`src/rtl/ipbf_pkg.sv`:
```
// Shared types and constants of the source prefix blocklist filter.
package ipbf_pkg;

	localparam int TABLE_ENTRIES = 256;
	localparam int IDX_W = (TABLE_ENTRIES > 1) ? $clog2(TABLE_ENTRIES) : 1;

	localparam logic [15:0] TYPE_V4 = 16'h0800;
	localparam logic [15:0] TYPE_V6 = 16'h86DD;
	localparam int ETH_HDR_LEN = 14;
	localparam int V4_MIN_LEN = 34;
	localparam int V6_MIN_LEN = 54;
	localparam logic [7:0] V4_ADDR_BITS = 8'd32;
	localparam logic [7:0] V6_ADDR_BITS = 8'd128;
	localparam logic [5:0] OFFSET_MAX = 6'd63;

	typedef enum logic [1:0] {
		RSN_SHORT_ETH = 2'd0,
		RSN_SHORT_IP  = 2'd1,
		RSN_BLOCKED   = 2'd2,
		RSN_PASS      = 2'd3
	} reason_t;

	typedef enum logic [1:0] {
		JOB_WRITE,
		JOB_VERDICT,
		JOB_LOOKUP
	} job_kind_t;

	typedef enum logic [1:0] {
		ST_IDLE,
		ST_WALK,
		ST_FINISH
	} back_state_t;

	// One queued job: a table write, a verdict known up front, or a lookup.
	typedef struct packed {
		job_kind_t   kind;
		reason_t     reason;
		logic        is_v6;
		logic [63:0] addr_hi;
		logic [63:0] addr_lo;
		logic [7:0]  wr_index;
		logic        wr_valid;
		logic [7:0]  wr_prefix_len;
		logic        wr_blocked;
	} job_t;

	typedef struct packed {
		logic        is_v6;
		logic [7:0]  prefix_len;
		logic [63:0] addr_hi;
		logic [63:0] addr_lo;
		logic        blocked;
	} tbl_entry_t;

endpackage

```
`src/rtl/ipbf_queue.sv`:
```
// Two-entry job queue between the parser and the lookup engine.
module ipbf_queue
	import ipbf_pkg::*;
(
	input  logic clk,
	input  logic arst_n,
	input  logic push,
	input  job_t push_job,
	output logic full,
	output logic vld,
	output job_t head,
	input  logic pop
);

	job_t       slot_q [2];
	logic       wptr_q;
	logic       rptr_q;
	logic [1:0] cnt_q;

	assign full = (cnt_q == 2'd2);
	assign vld = (cnt_q != 2'd0);
	assign head = slot_q[rptr_q];

	always_ff @(posedge clk) begin
		if (push) begin
			slot_q[wptr_q] <= push_job;
		end
	end

	always_ff @(posedge clk or negedge arst_n) begin
		if (!arst_n) begin
			wptr_q <= 1'b0;
			rptr_q <= 1'b0;
			cnt_q <= '0;
		end else begin
			if (push) begin
				wptr_q <= !wptr_q;
			end
			if (pop) begin
				rptr_q <= !rptr_q;
			end
			cnt_q <= cnt_q + 2'(push) - 2'(pop);
		end
	end

endmodule

```
`config.mk`:
```
export PLATFORM = sky130hd
export DESIGN_NAME = ipbf_queue
export DESIGN_NICKNAME = d
export VERILOG_FILES = /design/src/rtl/ipbf_pkg.sv /design/src/rtl/ipbf_queue.sv
export SDC_FILE = /design/constraint.sdc
export NUM_CORES = 1
export LEC_CHECK = 0
export BUFFER_PORTS_ARGS = -buffer_cell sky130_fd_sc_hd__buf_4
export CAP_MARGIN = 0
export CORE_ASPECT_RATIO = 0.9
export CORE_MARGIN = 8
export CORE_UTILIZATION = 30
export DETAILED_ROUTE_END_ITERATION = 8
export GPL_TIMING_DRIVEN = 0
export SYNTH_ARGS = -nofsm -noshare
export SYNTH_HDL_FRONTEND = slang
export SYNTH_SLANG_ARGS = --single-unit
```
`constraint.sdc`:
```
create_clock -name clk -period 7 [get_ports clk]
set_input_delay 0.35 -clock clk [delete_from_list [all_inputs] [get_ports clk]]
set_output_delay 0.35 -clock clk [all_outputs]
set_load 0.1 [all_outputs]
```
==> reports/results.txt <==
Min Tclk post-route: 2.37 ns
DR WL/cell: 18.2 um
Via Count: 6319
Die Wd: 222 um
Clock transition at path regs: 0.06 ns
Vias/cell: 4.22
Share of layout cells above drive strength 1: 52.6%
Critical Path End Type: output pin
Hold/Removal Path Class: in2async
Worst-Skew Late Latency: 0.51 ns
N_diodes: 0
Num ports: 308
Most frequent cells in the layout: 307 x buf_4, 302 x edfxtp_1, 154 x dlygate4sd3_1
Layout Nets: 1148
#FFs+latches synth: 306
Site Rows: 67
Die H: 201 um
CTS Buf Count: 35
CTS tree: built
Startpoint Class: flip-flop
GRT overflow: 0
Largest net degree at the start of global routing: 59
DP Wirelength: 18200 um
Worst EP arrival: 2.02 ns
Initial core utilization: 30.5%
Synth Cell Area: 0.0114 mm^2
Initial DRC count: 292
Fin Setup TNS: 0 ns
Core area: 0.0374 mm^2
P&R area growth vs syn: 50.1%
Final Instance Area: 0.0171 mm^2
Synth cell types: 13
Sequential fraction of the synthesis area: 80.3%
Die area: 0.0446 mm^2
Routability Congestion: 0.677
Post-route ant nets: 0
Initial antenna violation count: 1
Syn_nets: 642
Max Slew Vio Count: 0
Final Cycle Share: 33.9%
Critical path class: reg2out
Synth warnings: 0
Total wire length: 27200 um
Vias in the first global route: 7112
DRC viols: 0
Worst Skew: 0.0114 ns
Mapped Cells: 485
Syn avg cell area: 23.5 um^2
Worst Hold Slack: 0.179 ns
Hold Fails Final Rpt: 0
CTS sink cnt: 306
Global-route wire length before repair: 41700 um
Worst-margin pin slew: 0.799 ns
DP Area: 0.0145 mm^2
Max Root-Sink Buffers: 3
Max cap viols: 0
IO Port Bufs: 307
Status: completed
H-tree levels: 2
Achievable Freq: 421 MHz
RSZ-0062 raised after global routing: false
Fin cells: 1499
DRT Pass-1 Iters: 4
Commonest non-fill, non-tap cell in the layout: buf_4
GRT Total Usage: 11.9%
Count of final setup violators: 0
Crit Path Max Fanout: 10
Root Driver: clkbuf_16
Slew HR: 46.6%
DP Cell Count: 1283
CP required: 6.65 ns
Total of fill cells in the finished design: 3231
through the flow:
step                worst slack, ns  util, %
floorplan                      2.22        -
global placement             -0.606     38.3
detailed placement             4.79     38.8
CTS                            4.53     45.8
global route                   4.47     45.8
finish                         4.63     45.8
final timing paths:
check / from / end / slack [ns] / cells after the start
max: rptr_q$_DFFE_PN0P_ / head[125] / 4.63 / 5
min: arst_n / cnt_q[1]$_DFF_PN0_ / 0.18 / 2
max reg2reg: wptr_q$_DFFE_PN0P_ / slot_q[0][111]$_DFFE_PP_ / 4.88 / 4
min reg2reg: wptr_q$_DFFE_PN0P_ / wptr_q$_DFFE_PN0P_ / 0.55 / 1
max in group asynchronous: arst_n / rptr_q$_DFFE_PN0P_ / 6.72 / 2
min in group clk: wptr_q$_DFFE_PN0P_ / wptr_q$_DFFE_PN0P_ / 0.55 / 1
layout make-up:
cell class | count | area (um^2) | area share, %
sequential | 306 | 9170 | 53.5
timing repair buffer | 469 | 4040 | 23.6
multi-input combinational | 160 | 2100 | 12.3
clock buffer | 46 | 960 | 5.60
tap | 483 | 604 | 3.53
buffer | 17 | 148 | 0.862
clock inverter | 16 | 108 | 0.628
inverter | 2 | 7.51 | 0.0438
logic make-up after synthesis:
family                   Yosys count  share of synthesized area, %
flip-flops                       306                          80.3
multiplexers                     151                          17.5
buffers and inverters             19                          1.36
AND/OR/NAND/NOR                    4                         0.219
XOR/XNOR                           3                         0.362
adder cells (fa/ha/maj)            2                         0.219
cells in the mapped netlist:
master | instances | area, um^2
nor2b_1 | 2 | 12.5
ha_1 | 2 | 25.0
dfrtp_1 | 4 | 100
inv_1 | 2 | 7.51
edfxtp_1 | 302 | 9070
buf_2 | 7 | 35.0
xor3_1 | 1 | 23.8
and2_1 | 1 | 6.26
buf_6 | 10 | 113
or2_2 | 1 | 6.26
mux2_2 | 71 | 800
xor2_1 | 2 | 17.5
mux2_4 | 80 | 1200
worst max-delay path: stages (launching register included):
cell,delay [ns]
dfrtp_1,0.33
buf_6,0.14
buf_6,0.21
buf_6,0.22
mux2_4,0.36
buf_4,0.24
state kept, by name, indices dropped and copies added (netlist names):
name	count
wptr_q	1
cnt_q	2
rptr_q	1
slot_q	302
per-layer routing:
layer,GRT usage (%),vias up,share of wire (%)
met3,4.26,39,7.0
met1,13.9,3148,42
met2,20.1,187,49
met4,4.21,2,2.2
li1,-,2943,-
met5,0,-,0.029
repair_timing:
item / in CTS / in global routing
hold buffers: 154 / 0
setup buffers: 0 / 0
resized for setup: 0 / 0
endpoints found under the hold margin: 308 / 0
Power is left out: the tool's default activity adds up to more than one toggle a clock period on the data nets, which glitch-free logic cannot reach.
