### config.mk
export PLATFORM = sky130hd
export DESIGN_NAME = ipbf_front_flat
export DESIGN_NICKNAME = d
export VERILOG_FILES = /design/src/rtl/ipbf_pkg.sv /design/src/rtl/ipbf_if.sv /design/src/rtl/ipbf_front.sv /design/src/flat_wrapper.sv
export SDC_FILE = /design/constraint.sdc
export NUM_CORES = 1
export LEC_CHECK = 0
export BUFFER_PORTS_ARGS = -buffer_cell sky130_fd_sc_hd__buf_2
export CAP_MARGIN = 20
export CORE_MARGIN = 10
export CORE_UTILIZATION = 48
export DETAILED_ROUTE_END_ITERATION = 10
export HOLD_SLACK_MARGIN = 0.05
export PLACE_DENSITY_LB_ADDON = 0.3
export SYNTH_ARGS = -nofsm -noshare
export SYNTH_HDL_FRONTEND = slang
export SYNTH_SLANG_ARGS = --single-unit
### constraint.sdc
create_clock -name clk -period 3.8 [get_ports clk]
set_input_delay 0.76 -clock clk [delete_from_list [all_inputs] [get_ports clk]]
set_output_delay 0.76 -clock clk [all_outputs]
set_load 0.01 [all_outputs]
### src/rtl/ipbf_pkg.sv
// Shared types and constants of the source prefix blocklist filter.
package ipbf_pkg;

	localparam int TABLE_ENTRIES = 256;
	localparam int IDX_W = (TABLE_ENTRIES > 1) ? $clog2(TABLE_ENTRIES) : 1;

	localparam logic [15:0] TYPE_V4 = 16'h0800;
	localparam logic [15:0] TYPE_V6 = 16'h86DD;
	localparam int ETH_HDR_LEN = 14;
	localparam int V4_MIN_LEN = 34;
	localparam int V6_MIN_LEN = 54;
	localparam logic [7:0] V4_ADDR_BITS = 8'd32;
	localparam logic [7:0] V6_ADDR_BITS = 8'd128;
	localparam logic [5:0] OFFSET_MAX = 6'd63;

	typedef enum logic [1:0] {
		RSN_SHORT_ETH = 2'd0,
		RSN_SHORT_IP  = 2'd1,
		RSN_BLOCKED   = 2'd2,
		RSN_PASS      = 2'd3
	} reason_t;

	typedef enum logic [1:0] {
		JOB_WRITE,
		JOB_VERDICT,
		JOB_LOOKUP
	} job_kind_t;

	typedef enum logic [1:0] {
		ST_IDLE,
		ST_WALK,
		ST_FINISH
	} back_state_t;

	// One queued job: a table write, a verdict known up front, or a lookup.
	typedef struct packed {
		job_kind_t   kind;
		reason_t     reason;
		logic        is_v6;
		logic [63:0] addr_hi;
		logic [63:0] addr_lo;
		logic [7:0]  wr_index;
		logic        wr_valid;
		logic [7:0]  wr_prefix_len;
		logic        wr_blocked;
	} job_t;

	typedef struct packed {
		logic        is_v6;
		logic [7:0]  prefix_len;
		logic [63:0] addr_hi;
		logic [63:0] addr_lo;
		logic        blocked;
	} tbl_entry_t;

endpackage

### src/rtl/ipbf_if.sv
// Channel interfaces for request items and verdict items.
interface ipbf_in_if;
	logic        valid;
	logic        ready;
	logic        req_type;
	logic [7:0]  data_byte;
	logic        last_byte;
	logic [7:0]  entry_index;
	logic        entry_valid;
	logic        entry_is_v6;
	logic [7:0]  entry_prefix_len;
	logic [63:0] entry_addr_hi;
	logic [63:0] entry_addr_lo;
	logic        entry_blocked;

	modport source (output valid, req_type, data_byte, last_byte, entry_index, entry_valid,
		entry_is_v6, entry_prefix_len, entry_addr_hi, entry_addr_lo, entry_blocked,
		input ready);
	modport sink (input valid, req_type, data_byte, last_byte, entry_index, entry_valid,
		entry_is_v6, entry_prefix_len, entry_addr_hi, entry_addr_lo, entry_blocked,
		output ready);
endinterface


### src/rtl/ipbf_front.sv
// Frame parser: tracks the byte offset, captures EtherType and source, and classifies frames.
module ipbf_front
	import ipbf_pkg::*;
(
	input  logic   clk,
	input  logic   arst_n,
	ipbf_in_if.sink req,
	input  logic   q_full,
	output logic   push,
	output job_t   job
);

	logic [5:0]  off_q;
	logic [15:0] etype_q;
	logic [63:0] src_hi_q;
	logic [63:0] src_lo_q;

	logic [5:0]  off_d;
	logic [15:0] et_n;
	logic [63:0] hi_n;
	logic [63:0] lo_n;
	logic        acc;

	assign req.ready = !q_full;
	assign acc = req.valid && req.ready;

	always_comb begin
		logic [2:0] pos;
		pos = '0;
		et_n = (off_q == '0) ? '0 : etype_q;
		hi_n = (off_q == '0) ? '0 : src_hi_q;
		lo_n = (off_q == '0) ? '0 : src_lo_q;
		if (off_q == 6'd12 || off_q == 6'd13) begin
			et_n = {et_n[7:0], req.data_byte};
		end
		if (et_n == TYPE_V4 && off_q inside {[6'd26:6'd29]}) begin
			pos = 3'(off_q - 6'd26);
			hi_n[8 * (7 - pos) +: 8] = req.data_byte;
		end
		if (et_n == TYPE_V6 && off_q inside {[6'd22:6'd29]}) begin
			pos = 3'(off_q - 6'd22);
			hi_n[8 * (7 - pos) +: 8] = req.data_byte;
		end
		if (et_n == TYPE_V6 && off_q inside {[6'd30:6'd37]}) begin
			pos = 3'(off_q - 6'd30);
			lo_n[8 * (7 - pos) +: 8] = req.data_byte;
		end

		if (req.last_byte) begin
			off_d = '0;
		end else if (off_q < OFFSET_MAX) begin
			off_d = off_q + 6'd1;
		end else begin
			off_d = off_q;
		end

		job = '0;
		job.kind = JOB_VERDICT;
		job.reason = RSN_PASS;
		job.addr_hi = hi_n;
		job.addr_lo = lo_n;
		if (req.req_type) begin
			job.kind = JOB_WRITE;
			job.is_v6 = req.entry_is_v6;
			job.addr_hi = req.entry_addr_hi;
			job.addr_lo = req.entry_addr_lo;
			job.wr_index = req.entry_index;
			job.wr_valid = req.entry_valid;
			job.wr_prefix_len = req.entry_prefix_len;
			job.wr_blocked = req.entry_blocked;
		end else if (off_q < 6'(ETH_HDR_LEN - 1)) begin
			job.reason = RSN_SHORT_ETH;
		end else if (et_n == TYPE_V4) begin
			if (off_q < 6'(V4_MIN_LEN - 1)) begin
				job.reason = RSN_SHORT_IP;
			end else begin
				job.kind = JOB_LOOKUP;
			end
		end else if (et_n == TYPE_V6) begin
			job.is_v6 = 1'b1;
			if (off_q < 6'(V6_MIN_LEN - 1)) begin
				job.reason = RSN_SHORT_IP;
			end else begin
				job.kind = JOB_LOOKUP;
			end
		end
	end

	assign push = acc && (req.req_type || req.last_byte);

	always_ff @(posedge clk or negedge arst_n) begin
		if (!arst_n) begin
			off_q <= '0;
			etype_q <= '0;
			src_hi_q <= '0;
			src_lo_q <= '0;
		end else if (acc && !req.req_type) begin
			off_q <= off_d;
			etype_q <= et_n;
			src_hi_q <= hi_n;
			src_lo_q <= lo_n;
		end
	end

endmodule

### src/flat_wrapper.sv
// flat-port wrapper written by rule: the top's interface ports become plain ports
module ipbf_front_flat import ipbf_pkg::*;
  (clk, arst_n, q_full, push, job, req_valid, req_req_type, req_data_byte, req_last_byte, req_entry_index, req_entry_valid, req_entry_is_v6, req_entry_prefix_len, req_entry_addr_hi, req_entry_addr_lo, req_entry_blocked, req_ready);
  ipbf_in_if req_i ();
  input  logic clk;
  input  logic arst_n;
  input  logic q_full;
  output logic push;
  output job_t job;
  input wire logic [$bits(req_i.valid)-1:0] req_valid;
  input wire logic [$bits(req_i.req_type)-1:0] req_req_type;
  input wire logic [$bits(req_i.data_byte)-1:0] req_data_byte;
  input wire logic [$bits(req_i.last_byte)-1:0] req_last_byte;
  input wire logic [$bits(req_i.entry_index)-1:0] req_entry_index;
  input wire logic [$bits(req_i.entry_valid)-1:0] req_entry_valid;
  input wire logic [$bits(req_i.entry_is_v6)-1:0] req_entry_is_v6;
  input wire logic [$bits(req_i.entry_prefix_len)-1:0] req_entry_prefix_len;
  input wire logic [$bits(req_i.entry_addr_hi)-1:0] req_entry_addr_hi;
  input wire logic [$bits(req_i.entry_addr_lo)-1:0] req_entry_addr_lo;
  input wire logic [$bits(req_i.entry_blocked)-1:0] req_entry_blocked;
  output wire logic [$bits(req_i.ready)-1:0] req_ready;
  assign req_i.valid = req_valid;
  assign req_i.req_type = req_req_type;
  assign req_i.data_byte = req_data_byte;
  assign req_i.last_byte = req_last_byte;
  assign req_i.entry_index = req_entry_index;
  assign req_i.entry_valid = req_entry_valid;
  assign req_i.entry_is_v6 = req_entry_is_v6;
  assign req_i.entry_prefix_len = req_entry_prefix_len;
  assign req_i.entry_addr_hi = req_entry_addr_hi;
  assign req_i.entry_addr_lo = req_entry_addr_lo;
  assign req_i.entry_blocked = req_entry_blocked;
  assign req_ready = req_i.ready;
  ipbf_front u_core (.clk(clk), .arst_n(arst_n), .req(req_i), .q_full(q_full), .push(push), .job(job));
endmodule
==> results of run 1 <==
[cells in the mapped netlist, drive strengths merged, types with 4 or more instances]
master and number:
ha 11, a32o 20, nand4 9, nor4 14
a31o 5, mux2i 17, or2 4, o2bb2ai 9
nand2 180, nor2b 4, a31oi 4, o31ai 4
dfrtp 150, o31a 17, and3 27, o211ai 9
a221oi 48, a221o 15, nand3 11, a32oi 8
nor2 57, and2 43, a2111oi 4, inv 62
mux2 25, nor3 14, a21oi 89, a22o 34
clkbuf 72, or3 6, a21o 22, o22ai 19
o41ai 4, buf 19, nand2b 24, o21ai 128
[power by group]
part	internal (uW)	total (uW)	switching, uW
logic	829	2080	1250
registers	1640	1680	37.0
clock network	1090	1800	702
[what timing repair did]
action / CTS / global route
gates cloned: 4 / 5
hold buffers: 0 / 0
setup endpoints to repair: 132 / 132
pin swaps: 50 / 27
setup buffers: 26 / 20
gates resized for setup: 174 / 106
[per-layer routing]
metal	global-route usage [%]	up-vias
li1	-	5435
met1	36.2	5830
met2	47.8	778
met3	6.15	150
met4	8.59	0
met5	0	-
[layout make-up]
type                    count  area, sq um  area share [%]
flip-flops and latches    150         3750            24.3
repair buffers            491         3280            21.3
clock buffers              18          429            2.78
well taps                 275          344            2.23
clock inverters            12          179            1.16
multi-input cells         928         7210            46.7
inverters                  62          233            1.51
[per-stage QoR]
step | instance area [sq um] | instances | worst slack [ps]
detailed placement | 12900 | 1856 | -156
global route | 15400 | 1936 | -441
global placement | 12900 | 1856 | -85.0
finish | 15400 | 1936 | -348
CTS | 14600 | 1914 | -248
floorplan | 10300 | 1228 | 5.34
[worst max-delay path by stage]
stage / startpoint / endpoint / slack (ps) / depth (start not counted)
finish: u_core.off_q[0] / job[145] / -350 / 15
global route: u_core.off_q[0] / job[100] / -440 / 12
CTS: u_core.off_q[0] / job[19] / -250 / 14
detailed placement: req_data_byte[1] / job[26] / -160 / 12
global placement: req_data_byte[1] / job[82] / -90 / 13
floorplan: u_core.off_q[2] / job[18] / 5 / 9
[sequential cells by signal, indices dropped and copies added, names as in the netlist]
signal           cells
u_core.src_hi_q     64
u_core.src_lo_q     64
u_core.etype_q      16
u_core.off_q         6
[logic make-up (layout without fill, tap and decap cells)]
| family | count (synthesis) | after routing | synth area share (%) |
|---|---|---|---|
| adders and majority gates | 11 | 11 | 1.34 |
| muxes | 42 | 42 | 4.41 |
| buffers and inverters | 153 | 583 | 5.83 |
| and+or+nand+nor | 406 | 406 | 19.8 |
| xor gates and xnor gates | 1 | 1 | 0.0856 |
| DFF | 150 | 150 | 36.7 |
| AOI/OAI and AO/OA | 465 | 468 | 31.9 |
[critical path, delay by kind of cell (launching register included)]
family                   cells  cell delay (ps)
buffers and inverters        7             1050
AO/OA/AOI/OAI                4              590
AND/OR/NAND/NOR              2              510
flip-flops                   1              430
multiplexers                 1              190
adder cells (fa/ha/maj)      1              160
==> metrics.txt, run 1 <==
crit-path max cell delay=430 ps; Critical Path Start Type=register; fin util=73.4%; Starting Density=48.7%; most common cell after layout, fill and taps aside=buf_2; clk root buf=clkbuf_16; Routed Antenna Nets=0; Period minus WS final=4150 ps; fmax=241 MHz; CTS tree=done; cell row count=53; Syn. warnings=0; ys flop type=dfrtp_1; largest net degree at the start of global routing=147; routed len/inst=22.8 um; met2 WL=21300 um; Post-Route WL=44100 um; PnR worst setup slack=-348 ps; via count=12200; CP max FO=8; core region area=21000 sq um; pwr/cell area=360 nW/um^2; violated checks=negative setup slack; Yosys top cell by area=dfrtp_1; Top Layer Used=met4; post-synth cell types=74; CP cell instances=inv_2 > ha_4 > o211a_4 > buf_6 > and4_4 > o2111ai_2 > buf_4 > buf_12 > nor4_4 > buf_4 > a31oi_4 > buf_6 > o22ai_1 > mux2_2 > buf_2; setup TNS=-31070 ps; GPL Wtd Cong=0.963; Routed met3 length=4220 um; max-slew violation count=0; R2R depth=14; CP arrival=3390 ps; clock buffer depth=2; Pwr Total=5550 uW; Worst Tran Pin Value=1090 ps; die area=27600 sq um; total global-route track usage=28.6%; Post-Syn Area=10200 sq um; post-synthesis cell count=1228; # setup viols final=130; DRC viols=0; clock buffers created by TritonCTS=17; first-pass GRT wire length=65300 um; Final period util=109%; syn nets=1400; layout cell share with drive strength beyond 1=43.0%; reg2reg end=u_core.src_lo_q[38]; share of the synthesized area in the top cell type=36.7%; Worst-Skew Late Latency=430 ps; CP max stage cell=dfrtp_1; Area growth syn-to-layout=50.7%; Post-synth ARST share=100%; R2R Setup Slk=300 ps; kind of critical path=register to primary output; post-synthesis sequential area ratio=36.7%; relative slew slack=26.3%; TritonRoute pass-1 iters=7; die height=166 um; most frequent cells in the layout=298 x buf_2, 178 x nand2_1, 149 x dfrtp_1, 134 x buf_4, 102 x o21ai_0; endpoint class of the critical path=primary output; clock sinks=150; initial antenna violation count=1; Mean Syn Cell Area=8.33 sq um; CTS H-tree depth=4; wl on met1=17100 um; number of fill cells in the layout=1509; final hold slack=344 ps; Port Buf Inserts=313; Final Hold Viols=0; maxcap violations=0; synthesis-stage register bit count=150; worst reg2reg path startpoint=u_core.off_q[0]; Post-DP HPWL=29500 um; diode count=0; Hold Path Class=input pin to asynchronous set/reset pin; nets=1822; worst vdd ir=0.322 mV; Clock transition at path regs=70 ps; leakage power=0.00720 uW; Post-synth EDFFs=0; outcome=complete, but fails checks; vias in the first global route=11700; DIE WIDTH=166 um; via/cell ratio=6.30; top cells by area, synth=dfrtp_1 37%, nand2_1 6.6%, o21ai_0 5.9%; RSZ-0062 raised after global routing=true; WP data required=3040 ps; initial DRC count=1312; gr ovfl total=0; Layout Skew=11.8 ps; io pins=314
Note: power is estimated with default switching activity, not from simulation.
==> inputs of run 2 (changes only) <==
- CELL_PAD_IN_SITES_DETAIL_PLACEMENT: unset -> 0
- CELL_PAD_IN_SITES_GLOBAL_PLACEMENT: unset -> 1
- CORE_UTILIZATION: 48 -> 34
==> run 2 against run 1 <==
The flow still finishes with violations (negative setup slack); routed wire length increased by 2.1%; non-clock buffer count increased by 29; final area increased by 4.6%; critical path depth decreased by 3; clock-buffer cell count unchanged; via count decreased by 2.5%; maximum frequency about the same; flip-flop and latch count unchanged.
==> metrics.txt, run 2 (synthesis results as in run 1) <==
outcome=complete, but fails checks (unchanged); violated checks=negative setup slack (unchanged); Final period util=109% (about the same); die height=193 um (was 166 um); DIE WIDTH=193 um (was 166 um); Post-Route WL=45100 um (was 44100 um); clock buffers created by TritonCTS=17 (unchanged); CP max FO=8 (unchanged); Port Buf Inserts=313 (unchanged); clock sinks=150 (unchanged); most frequent cells in the layout=298 x buf_2, 177 x nand2_1, 146 x dfrtp_1, 141 x buf_4, 86 x o21ai_0 (was 298 x buf_2, 178 x nand2_1, 149 x dfrtp_1, 134 x buf_4, 102 x o21ai_0); clk root buf=clkbuf_16 (unchanged); relative slew slack=26.8% (was 26.3%); Final Hold Viols=0 (unchanged); cell row count=63 (was 53); gr ovfl total=0 (unchanged); layout cell share with drive strength beyond 1=46.9% (was 43.0%); RSZ-0062 raised after global routing=true (unchanged); PnR worst setup slack=-349 ps (was -348 ps); WP data required=3040 ps (about the same); CP max stage cell=dfrtp_2 (was dfrtp_1); maxcap violations=0 (unchanged); Area growth syn-to-layout=57.7% (was 50.7%); initial DRC count=1040 (was 1312); pwr/cell area=339 nW/um^2 (was 360 nW/um^2); worst vdd ir=0.235 mV (was 0.322 mV); Post-CTS Hold Fix Bufs=0 (unchanged); switching share of power=37.9% (was 35.8%); DP Area=13000 sq um (was 12900 sq um); Post-DP HPWL=31200 um (was 29500 um); via/cell ratio=5.71 (was 6.30); fmax=241 MHz (about the same); most common cell after layout, fill and taps aside=buf_2 (unchanged); WP buf/inv=4 (was 7); crit-path max cell delay=450 ps (was 430 ps); vias in the first global route=12000 (was 11700); kind of critical path=register to primary output (unchanged); Top cell by count, worst path=buf_6; sequential power share=30.7% (was 30.3%); first-pass GRT wire length=69300 um (was 65300 um); CP arrival=3390 ps (about the same); CP cell instances=ha_4 > buf_6 > o211a_4 > buf_6 > mux2_4 > a2111oi_4 > nand4_1 > a21boi_4 > buf_12 > o22ai_4 > mux2_4 > buf_6 (was inv_2 > ha_4 > o211a_4 > buf_6 > and4_4 > o2111ai_2 > buf_4 > buf_12 > nor4_4 > buf_4 > a31oi_4 > buf_6 > o22ai_1 > mux2_2 > buf_2); pre-CTS setup slack=-441 ps (was -156 ps); total global-route track usage=22.5% (was 28.6%); max-slew violation count=0 (unchanged); TritonRoute pass-1 iters=5 (was 7); Worst-Skew Late Latency=440 ps (was 430 ps); internal power=3390 uW (was 3570 uW); DRC viols=0 (unchanged); nets=1851 (was 1822); Combinational Power Share=38.9% (was 37.4%); Hold Path Class=input pin to asynchronous set/reset pin (unchanged); Routed Antenna Nets=0 (unchanged); io pins=314 (unchanged); initial antenna violation count=1 (unchanged); multi-input logic area=7440 sq um (was 7210 sq um); final hold slack=287 ps (was 344 ps); Layout Skew=15.0 ps (was 11.8 ps); # setup viols final=130 (unchanged); number of fill cells in the layout=2696 (was 1509); core region area=29600 sq um (was 21000 sq um); register area=3760 sq um (was 3750 sq um); Clock transition at path regs=80 ps (was 70 ps); clock buffer depth=2 (unchanged); largest net degree at the start of global routing=116 (was 147); endpoint class of the critical path=primary output (unchanged); Starting Density=34.5% (was 48.7%); clock network power share=30.4% (was 32.3%); NetSw=2070 uW (was 1990 uW); GPL Wtd Cong=0.893 (was 0.963); leakage power=0.00738 uW (was 0.00720 uW); Period minus WS final=4150 ps (about the same); Top delay family on crit path=compound AO/OA/AOI/OAI gates (was buffers and inverters); CTS tree=done (unchanged); fin util=54.5% (was 73.4%); die area=37400 sq um (was 27600 sq um); Critical Path Start Type=register (unchanged); Regs by FF count=u_core.src_hi_q x64, u_core.src_lo_q x64, u_core.etype_q x16 (unchanged); via count=11900 (was 12200); Worst Tran Pin Value=1090 ps (about the same); routed len/inst=21.6 um (was 22.8 um); cell area after layout=16100 sq um (was 15400 sq um); CTS H-tree depth=4 (unchanged)
run 2: changes by cell type in the layout (fill, tap and decap cells not counted), sizes merged, moves of 3 or more:
cell    delta
clkinv     -3
inv        +7
buf       +26
bufinv     -4
run 2: timing repair:
item	CTS	global route
pin swaps	78	29
resized for setup	231	142
gates cloned	8	3
endpoints found under the setup margin	131	132
setup buffers	42	30
run 2: power by group through the flow:
stage               sequential, uW  combinational, uW  clock (uW)
floorplan                     1700                858           0
global placement              1700               1580           0
detailed placement            1700               1590           0
CTS                           1670               1880        1680
global route                  1680               2280        1780
finish                        1680               2130        1660
run 2: layer usage:
| layer | GRT usage (%) | vias up | share of wire, % |
|---|---|---|---|
| met5 | 0 | - | 0 |
| met3 | 4.86 | 66 | 6.3 |
| li1 | - | 5482 | - |
| met4 | 6.75 | 0 | 2.3 |
| met1 | 29.3 | 5858 | 44 |
| met2 | 36.6 | 478 | 48 |
run 2: final timing paths:
kind	from	end	slack [ps]	depth (start not counted)
worst max-delay path	u_core.off_q[0]	job[108]	-350	12
worst min-delay path	arst_n	u_core.src_lo_q[33]	290	1
worst max register to register	u_core.off_q[0]	u_core.src_lo_q[40]	610	13
worst min register to register	u_core.src_hi_q[29]	u_core.src_hi_q[29]	480	1
max in group asynchronous	arst_n	u_core.off_q[4]	2640	2
min in group clk	u_core.src_hi_q[29]	u_core.src_hi_q[29]	480	1
run 2: stage by stage:
stage | setup TNS, ps | cells | power [uW]
2_1_floorplan | 0 | 1228 | 2560
3_3_place_gp | -8700 | 1968 | 3280
3_5_place_dp | -15170 | 1969 | 3290
4_1_cts | -22880 | 2049 | 5240
5_1_grt | -51890 | 2083 | 5730
6_report | -33170 | 2083 | 5460
run 2: layout make-up:
type                       instances  area share, %
sequential                       150           23.3
antenna                            1         0.0155
tap                              390           3.02
clock inverter                    14          0.829
timing repair buffer             520           22.6
inverter                          62           1.44
multi-input combinational        928           46.1
clock buffer                      18           2.72
